$ cat src/sv/plt_pkg.sv
// shared types and constants for the piecewise linear table interpolator
package plt_pkg;

    // default sizes
    localparam int DEF_TABLE_DEPTH = 256;
    localparam int DEF_VALUE_WIDTH = 32;

    // fixed field widths
    localparam int POS_W     = 32;
    localparam int MAG_W     = POS_W + 1;
    localparam int IDX_W     = 8;
    localparam int COUNT_W   = 9;
    localparam int CFG_IDX_W = 1;

    // register reset values
    localparam logic [COUNT_W-1:0] COUNT_RESET = 9'd256;

    // configuration register indexes
    localparam logic [CFG_IDX_W-1:0] REG_ENTRY_COUNT     = 1'b0;
    localparam logic [CFG_IDX_W-1:0] REG_CLAMP_THRESHOLD = 1'b1;

    // input item kinds
    localparam logic ACT_LOAD  = 1'b0;
    localparam logic ACT_QUERY = 1'b1;

    // shared add/subtract unit operation
    typedef enum logic {
        OP_ADD,
        OP_SUB
    } alu_op_t;

    // sequencer states
    typedef enum logic [4:0] {
        ST_IDLE,
        ST_QCHK,
        ST_SRCH_ADDR,
        ST_SRCH_CMP,
        ST_RD_J,
        ST_RD_K,
        ST_LD_K,
        ST_DQ_P,
        ST_DQ_N,
        ST_DR_P,
        ST_DR_N,
        ST_DV_P,
        ST_DV_N,
        ST_MUL,
        ST_DIV_CHK,
        ST_DIV,
        ST_FINAL,
        ST_CLAMP_RD,
        ST_CLAMP_LD,
        ST_OUT
    } state_t;

endpackage

$ cat src/sv/plt_addsub.sv
// shared add/subtract unit with carry out (carry high on subtract means a >= b)
module plt_addsub
    import plt_pkg::*;
#(
    parameter int W = DEF_VALUE_WIDTH + 3
)
(
    input  logic [W-1:0] a,
    input  logic [W-1:0] b,
    input  alu_op_t      op,
    output logic [W-1:0] sum,
    output logic         carry
);

    logic         is_sub;
    logic [W-1:0] b_eff;
    logic [W:0]   full;

    // subtract as add of the complement plus one
    assign is_sub = (op == OP_SUB);
    assign b_eff  = is_sub ? ~b : b;
    assign full   = {1'b0, a} + {1'b0, b_eff} + {{W{1'b0}}, is_sub};
    assign sum    = full[W-1:0];
    assign carry  = full[W];

endmodule

$ cat config.mk
export PLATFORM = sky130hd
export DESIGN_NAME = plt_addsub
export DESIGN_NICKNAME = d
export VERILOG_FILES = /design/src/sv/plt_pkg.sv /design/src/sv/plt_addsub.sv
export SDC_FILE = /design/constraint.sdc
export NUM_CORES = 1
export LEC_CHECK = 0
export ABC_CLOCK_PERIOD_IN_PS = 8750
export BUFFER_PORTS_ARGS = -buffer_cell sky130_fd_sc_hd__buf_2
export CAP_MARGIN = 20
export CORE_MARGIN = 4
export CORE_UTILIZATION = 54
export DETAILED_ROUTE_END_ITERATION = 8
export PLACE_DENSITY = 0.95
export SLEW_MARGIN = 20
export SYNTH_ARGS = -nofsm -noshare
export SYNTH_HDL_FRONTEND = slang
export SYNTH_SLANG_ARGS = --single-unit
export TNS_END_PERCENT = 50
$ cat constraint.sdc
create_clock -name vclk -period 8.75
set_input_delay 1.75 -clock vclk [all_inputs]
set_output_delay 1.75 -clock vclk [all_outputs]
set_load 0.1 [all_outputs]
==> results.md, run 1 <==
- First-pass GRT wire length: 10600 um
- Cell Chain, Critical Path: buf_2, buf_4, xor2_1, ha_1, a21oi_1, o21ai_1, a2111oi_0, o21ai_0, a221o_1, a41oi_1, o21bai_1, xor2_1, buf_2
- Iter 0 DRT Violations: roughly 200
- Slew @ Worst Pin: 0.617 ns
- IO buf count: 107
- Routed wire per std cell: between 10 and 15 um
- Final net count: between 500 and 600
- Mapped Avg Cell Area: 7.30 um^2
- Tcrit/Tclk final: 82.9%
- Leakage Power: 1.44 nW
- Area of the core: between 4000 and 5000 um^2
- Worst Setup Start Kind: primary input
- Int Pwr: 0.000149 W
- WP buf/inv: 3
- Comb pwr share: between 90% and 100%
- Post-Syn Nets: 417
- Setup Fix Bufs, Post-CTS: 0
- Die width: 72.8 um
- # IOs: 107
- WL final: 6620 um
- Status: finished, final reports clean
- Cell family with most CP delay: compound AO/OA/AOI/OAI gates
- Register area share after synthesis: 0%
- Rel. slew slack: 57.8%
- Setup_tns: 0 ns
- CP Data Arrival Time: approximately 5.5 ns
- Clock group share of total power: 0%
- Layout area overhead: 23.4%
- Simple-gate share of the synthesized area: 15.3%
- Setup violations, final: 0
- Final Max Tran Viols: 0
- Max Cap Viol: 0
- Design area: 2800 um^2
- CP Data Required Time: 7.00 ns
- DRC errors left: 0
- Syn Inst Count: 311
- Area share of fa/ha/maj cells after synthesis: 19.6%
- Synth Area in Compound Gates: between 30% and 40%
- Post-CTS Resized: 0
- Cell Pwr Density: approximately 250 nW/um^2
- Post-synthesis xor/xnor area fraction: 24.3%
- Slowest CP cell: a2111oi_0
- Crit Path Category: primary input to primary output
- Warnings, synthesis: 0
- Max Fclk: around 140 MHz
- GP Congestion: 0.881
- Crit-path max FO: 20
- Hold Crit Class: primary input to primary output
- RSZ-0062 raised after global routing: no
- Die footprint: 5300 um^2
- Main combinational cell family by area after synthesis: compound AO/OA/AOI/OAI gates
- Vias in the first global route: around 2500
- Sequential cell area: 0 um^2
- Row cnt: 23
- Detail Route Antenna Nets: 0
- Yosys cell types: 54
- Synth Cell Area: about 2300 um^2
- Die Span Y: 72.8 um
- N_diodes: 0
- Clkbuf count: 0
- Largest net degree at the start of global routing: 21
- Fin util: ~70%
- Max incr delay on CP: 0.60 ns
- Final HPWL DP: 5650 um
- Min Clock Period, post-route: 7.26 ns
- Sw frac: 79.2%
- VDD IR max: 0.000231 V
- Initial antenna violation count: 0
- TritonRoute pass-1 iters: 5
- Share of cells above drive strength 1: 29.0%
- CTS hold repair buffers: 0
- Net Sw Power: 0.000565 W
- Aggregate global routing overflow: 0
- Worst Setup End Kind: primary output
- Gr usage total: 23.7%
- Final Hold Viols: 0
- DR vias/cell: 5.82
- Placement Cell Area: 2800 um^2
- Num sequential: 0
- DR vias: 2635
- Multiplexer area fraction after synthesis: 0.441%
- Part of the power in registers: 0%
- Initial Util: 56.3%
[Yosys cell counts, drive strengths merged (2+ instances only)]
cell type  instances  area, um^2
a2111oi            3        33.8
a211o              2        17.5
a211oi             3        22.5
a21boi             2        15.0
a21o              15         113
a21oi             37         189
a31oi              5        46.3
a41oi              3        26.3
and3               3        18.8
and4               2        17.5
buf                3        23.8
clkbuf            13        50.0
ha                34         425
inv               11        41.3
nand2             21        81.3
nand2b             4        25.0
nand3              7        35.0
nand4              7        43.8
nor2              17        63.8
nor2b              4        25.0
nor3               2        10.0
o2111ai            2        17.5
o21a               8        60.1
o21ai             18         101
o21bai             4        30.0
o22ai              2        12.5
xnor2             17         149
xor2              46         403
[metrics by stage]
stage          hold slack, ns  cells  setup slack, ns  total power, W
3_3_place_gp             3.94    453             1.73        0.000701
3_5_place_dp             3.93    453             1.59        0.000709
4_1_cts                  3.94    453             1.58        0.000711
6_report                 3.94    453             1.49        0.000714
2_1_floorplan            3.94    311            0.849        0.000602
5_1_grt                  3.95    453             1.35        0.000746
[worst paths after layout]
kind | start | end | slack (ns) | depth (start not counted)
min | a[0] | sum[0] | 3.94 | 3
max | op | sum[32] | 1.49 | 13
[tightest hold or removal path, stage by stage]
cell and delay [ns]:
buf_2 0.10, xor2_1 0.05, buf_2 0.28
[final cells by class]
cell class / instances / area, um^2
multi-input combinational: 284 / 2150
fill: 325 / 1230
timing repair buffer: 108 / 543
tap: 50 / 62.6
inverter: 11 / 41.3
[metal layers]
layer,up-vias,GRT usage (%),part of all wire [%]
met2,97,43.4,51
met4,0,6.15,2.2
met3,16,1.52,5.0
met5,-,0,0
met1,1188,29.9,42
li1,1334,-,-
[cell usage in the layout, fill, tap and decap left out, types with 8 or more instances in the layout]
| master | n |
|---|---|
| a21o_1 | 15 |
| xor2_1 | 46 |
| inv_1 | 11 |
| nand2_1 | 20 |
| ha_1 | 34 |
| xnor2_1 | 17 |
| nor2_1 | 17 |
| o21a_1 | 8 |
| o21ai_0 | 15 |
| buf_2 | 107 |
| a21oi_1 | 36 |
[power groups by stage]
stage / Sequential, W / Clock [W] / Combinational, W
after floorplan: 0 / 0 / 0.000602
after global placement: 0 / 0 / 0.000701
after detailed placement: 0 / 0 / 0.000709
after CTS: 0 / 0 / 0.000711
after global routing: 0 / 0 / 0.000746
final: 0 / 0 / 0.000714
[cells by family (layout without fill, tap and decap cells)]
group,after synthesis,count (layout)
and+or+nand+nor,71,71
muxes,1,1
buffers and inverters,27,119
adders and majority gates,35,35
AOI/OAI and AO/OA,114,114
xor gates and xnor gates,63,63
Note: power is estimated with default switching activity, not from simulation.
==> inputs of run 2 (changes only) <==
--- a/config.mk
+++ b/config.mk
@@ -5,13 +5,13 @@
 export SDC_FILE = /design/constraint.sdc
 export NUM_CORES = 1
 export LEC_CHECK = 0
-export ABC_CLOCK_PERIOD_IN_PS = 8750
+export ABC_CLOCK_PERIOD_IN_PS = 6000
 export BUFFER_PORTS_ARGS = -buffer_cell sky130_fd_sc_hd__buf_2
 export CAP_MARGIN = 20
 export CORE_MARGIN = 4
-export CORE_UTILIZATION = 54
+export CORE_UTILIZATION = 45
 export DETAILED_ROUTE_END_ITERATION = 8
-export PLACE_DENSITY = 0.95
+export PLACE_DENSITY = 0.88
 export SLEW_MARGIN = 20
 export SYNTH_ARGS = -nofsm -noshare
 export SYNTH_HDL_FRONTEND = slang
==> constraint.sdc (replaced) <==
create_clock -name vclk -period 6
set_input_delay 1.2 -clock vclk [all_inputs]
set_output_delay 1.2 -clock vclk [all_outputs]
set_load 0.1 [all_outputs]
==> run 2 against run 1 <==
Combinational power up 60%. Setup slack worse by 1.1 ns. Design area rose by 9.0%. Flip-flop and latch count is the same. Via count increased by 3.6%. First-iteration DRC count decreased by 24%. Critical path type unchanged. Largest cell class unchanged. Largest power group unchanged.
==> results.md, run 2 (synthesis gave the netlist of run 1 again) <==
- Max Cap Viol: 0
- Final Max Tran Viols: 0
- Sequential cell area: 0 um^2
- Die width: 79.0 um
- Clkbuf count: 0
- VDD IR max: between 0.0002 and 0.0003 V
- # IOs: ~110
- Iter 0 DRT Violations: 155
- DR vias: 2731
- Most frequent cells in the layout: buf_2 (98), xor2_1 (45), a21oi_1 (36)
- Initial antenna violation count: 0
- Row cnt: 25
- WL met1: between 2000 and 3000 um
- Min Clock Period, post-route: roughly 5.6 ns
- Hold Crit Class: primary input to primary output
- Layout area overhead: 34.6%
- Gr usage total: 20.5%
- GP Congestion: roughly 0.88
- Worst Setup Start Kind: primary input
- Commonest non-fill, non-tap cell in the layout: buf_2
- DR vias/cell: 5.77
- WL met2: 3450 um
- Setup_tns: 0 ns
- Share of cells above drive strength 1: between 30% and 40%
- Vias in the first global route: about 2500
- N_diodes: 0
- Largest net degree at the start of global routing: 16
- RSZ-0062 raised after global routing: no
- Multi-input logic area: 2220 um^2
- IO buf count: 107
- DRC errors left: 0
- CTS hold repair buffers: 0
- Final HPWL DP: 5840 um
- Rel. slew slack: 58.7%
- Cell Pwr Density: 372 nW/um^2
- CP Data Required Time: 4.80 ns
- Die footprint: 6240 um^2
- Met3 wire length: 419 um
- Area of the core: 4820 um^2
- Routed wire per std cell: about 14 um
- Setup Fix Bufs, Post-CTS: 0
- Initial Util: 47.1%
- First-pass GRT wire length: 10900 um
- Worst Setup End Kind: primary output
- Die Span Y: slightly below 80 um
- Pwr Total: 0.00114 W
- Post-CTS Resized: 0
- Crit Path Category: primary input to primary output
- Pre-CTS setup slack: just under 0.5 ns
- Slew @ Worst Pin: 0.618 ns
- Num sequential: 0
- Aggregate global routing overflow: 0
- Detail Route Antenna Nets: 0
- Filler cells: 420
- Uppermost layer routed: met4
- Fin util: 63.4%
- Final Hold Viols: 0
- Max Fclk: ~180 MHz
- Hold Slack: 2.84 ns
- Setup violations, final: 0
- Final net count: roughly 510
- Status: finished, final reports clean
- TritonRoute pass-1 iters: 5
- Crit-path max FO: 15
- WL final: 6740 um
- Min setup slack post-route: around 0.36 ns
- CP Data Arrival Time: 4.44 ns
- Leakage Power: 1.54 nW
- Tcrit/Tclk final: 94.0%
run 2: cell count changes in the layout (fill, tap and decap cells not counted), sizes merged:
cell / before / now
buf: 108 / 111
run 2: area by class of cell:
class | instances | share of cell area, %
Multi-Input combinational cell | 284 | 72.6
Inverter | 11 | 1.35
Timing Repair Buffer | 111 | 23.4
Tap cell | 67 | 2.74
run 2: path summary, 6_finish.rpt:
| kind | start | cells after the start | end |
|---|---|---|---|
| worst max-delay path | op | 13 | sum[28] |
| worst min-delay path | a[0] | 3 | sum[0] |
run 2: power by group:
| group | internal [W] | switching (W) | total (W) |
|---|---|---|---|
| Sequential | 0 | 0 | 0 |
| Combinational | 0.000293 | 0.000843 | 0.00114 |
| Clock | 0 | 0 | 0 |
run 2: critical path, stage by stage:
cell       delay (ns)
buf_2            0.23
buf_12           0.20
xor2_1           0.15
ha_1             0.29
nor2b_1          0.17
o2111ai_1        0.24
a21boi_1         0.17
a31oi_1          0.34
o21ai_1          0.19
a31oi_1          0.50
o22ai_1          0.21
xor2_1           0.33
buf_12           0.22
run 2: per-layer routing:
metal | GRT usage [%] | vias up
met4 | 2.58 | 0
met3 | 1.59 | 12
li1 | - | 1337
met5 | 0 | -
met2 | 39.1 | 120
met1 | 25.4 | 1262
run 2: per-stage QoR:
step,instance area [um^2],cells
floorplan,2330,311
global placement,3050,473
detailed placement,3050,473
CTS,3050,473
global route,3050,473
finish,3050,473
==> inputs of run 3 (changes only) <==
==> constraint.sdc (replaced) <==
create_clock -name vclk -period 6
set_input_delay 1.2 -clock vclk [all_inputs]
set_output_delay 1.2 -clock vclk [all_outputs]
set_load 0.005 [all_outputs]
==> run 3 against run 2 <==
First-iteration DRC count decreased by 57%. Final cell count decreased by 0.42%. Largest power group unchanged. Core utilization decreased by 4.6 points. Setup slack improved by 0.13 ns. Combinational power decreased by 59%. Flip-flop and latch count unchanged. Count of clock-buffer cells in the layout unchanged. Die area unchanged. Global-route usage decreased by 0.081 points. Power decreased by 59%. Hold slack got worse by 0.17 ns. Critical path depth decreased by 1. Highest routed layer unchanged.
==> results.md, run 3 (synthesis gave the netlist of run 1 again) <==
- CTS hold repair buffers: 0
- Sequential cell area: 0 um^2
- Min Clock Period, post-route: ~5.5 ns
- Status: finished, final reports clean
- Largest net degree at the start of global routing: 17
- Aggregate global routing overflow: 0
- GP Congestion: 0.889
- Final HPWL DP: between 5000 and 6000 um
- Design area: 2830 um^2
- WL met2: roughly 3400 um
- Rel. slew slack: 59.9%
- # IOs: 107
- Tcrit/Tclk final: between 90% and 100%
- Commonest non-fill, non-tap cell in the layout: buf_2
- Setup Fix Bufs, Post-CTS: 0
- Crit-path max FO: 16
- Area of the core: approximately 4800 um^2
- DRC errors left: 0
- Detail Route Antenna Nets: 0
- Num sequential: 0
- Worst Setup End Kind: primary output
- Row cnt: 25
- Max Fclk: roughly 180 MHz
- Clock group share of total power: 0%
- Final net count: 512
- WL final: about 6700 um
- Die Span Y: just under 80 um
- Initial antenna violation count: 0
- DR vias: 2610
- Max Cap Viol: 0
- Share of cells above drive strength 1: 29.2%
- Die footprint: 6240 um^2
- Met3 wire length: 307 um
- Hold Crit Class: primary input to primary output
- Initial Util: 47.1%
- Uppermost layer routed: met4
- Comb pwr share: 100.0%
- Leakage Power: ~1.4 nW
- CP Data Arrival Time: approximately 4.3 ns
- Vias in the first global route: 2602
- N_diodes: 0
- Pwr Total: about 0.00047 W
- Routed wire per std cell: 14.2 um
- Final Max Tran Viols: 0
- VDD IR max: 0.0000843 V
- DR vias/cell: 5.54
- WL met1: 2930 um
- Die width: 79.0 um
- Slew @ Worst Pin: between 0.5 and 0.6 ns
- First-pass GRT wire length: 11100 um
- Part of the power in registers: 0%
- Placement Cell Area: 2830 um^2
- Layout area overhead: 24.7%
- Int Pwr: 0.000216 W
- Dpl cells: ~470
- Post-CTS Resized: 0
- IO buf count: 107
- Cell Pwr Density: 167 nW/um^2
- Setup_tns: 0 ns
- Setup violations, final: 0
- TritonRoute pass-1 iters: 4
- Iter 0 DRT Violations: 67
- Clkbuf count: 0
- Net Sw Power: 0.000256 W
- RSZ-0062 raised after global routing: no
- CP Data Required Time: 4.80 ns
- Gr usage total: 20.4%
- Crit Path Category: primary input to primary output
- Final Hold Viols: 0
- Worst Setup Start Kind: primary input
- Layout Cells excl Fill: 471
- Sw frac: 54.2%
- Most frequent cells in the layout: buf_2 (107), xor2_1 (46), a21oi_1 (36)
-- run 3: cell count changes in the layout (fill, tap and decap cells not counted), sizes merged --
cell | before | now
buf | 111 | 109
-- run 3: cell type report --
class	instances	area, um^2
inverter	11	41.3
multi-input combinational	284	2150
fill	468	1990
tap	67	83.8
timing repair buffer	109	551
-- run 3: path summary, 6_finish.rpt --
| path | start | end | cells after the start |
|---|---|---|---|
| worst min-delay path | a[0] | sum[0] | 3 |
| worst max-delay path | op | sum[32] | 12 |
-- run 3: routing by layer --
layer | up-vias | GRT usage [%]
met5 | - | 0
met4 | 0 | 1.89
met3 | 6 | 0.794
met2 | 76 | 38.6
met1 | 1198 | 26.3
li1 | 1330 | -
-- run 3: through the flow --
stage               hold slack, ns  util (%)  setup WS [ns]
floorplan                     2.45         -          0.915
global placement              2.66      58.8          0.627
detailed placement            2.67      58.8          0.587
CTS                           2.67      58.8          0.583
global route                  2.70      58.8          0.249
finish                        2.67      58.8          0.496
-- run 3: worst max-delay path, stage by stage --
cell and delay [ns]:
buf_2 0.37, xor2_1 0.21, ha_1 0.31, a21oi_1 0.42, o21ai_1 0.12, a2111oi_0 0.60, o21ai_0 0.18, a221o_1 0.32
a41oi_1 0.21, o21bai_1 0.10, xor2_1 0.14, buf_2 0.13
-- run 3: power groups by stage --
| stage | clock [W] | sequential [W] | combinational (W) |
|---|---|---|---|
| after CTS | 0 | 0 | 0.000468 |
| after global placement | 0 | 0 | 0.000457 |
| after floorplan | 0 | 0 | 0.000313 |
| final | 0 | 0 | 0.000471 |
| after detailed placement | 0 | 0 | 0.000465 |
| after global routing | 0 | 0 | 0.000523 |
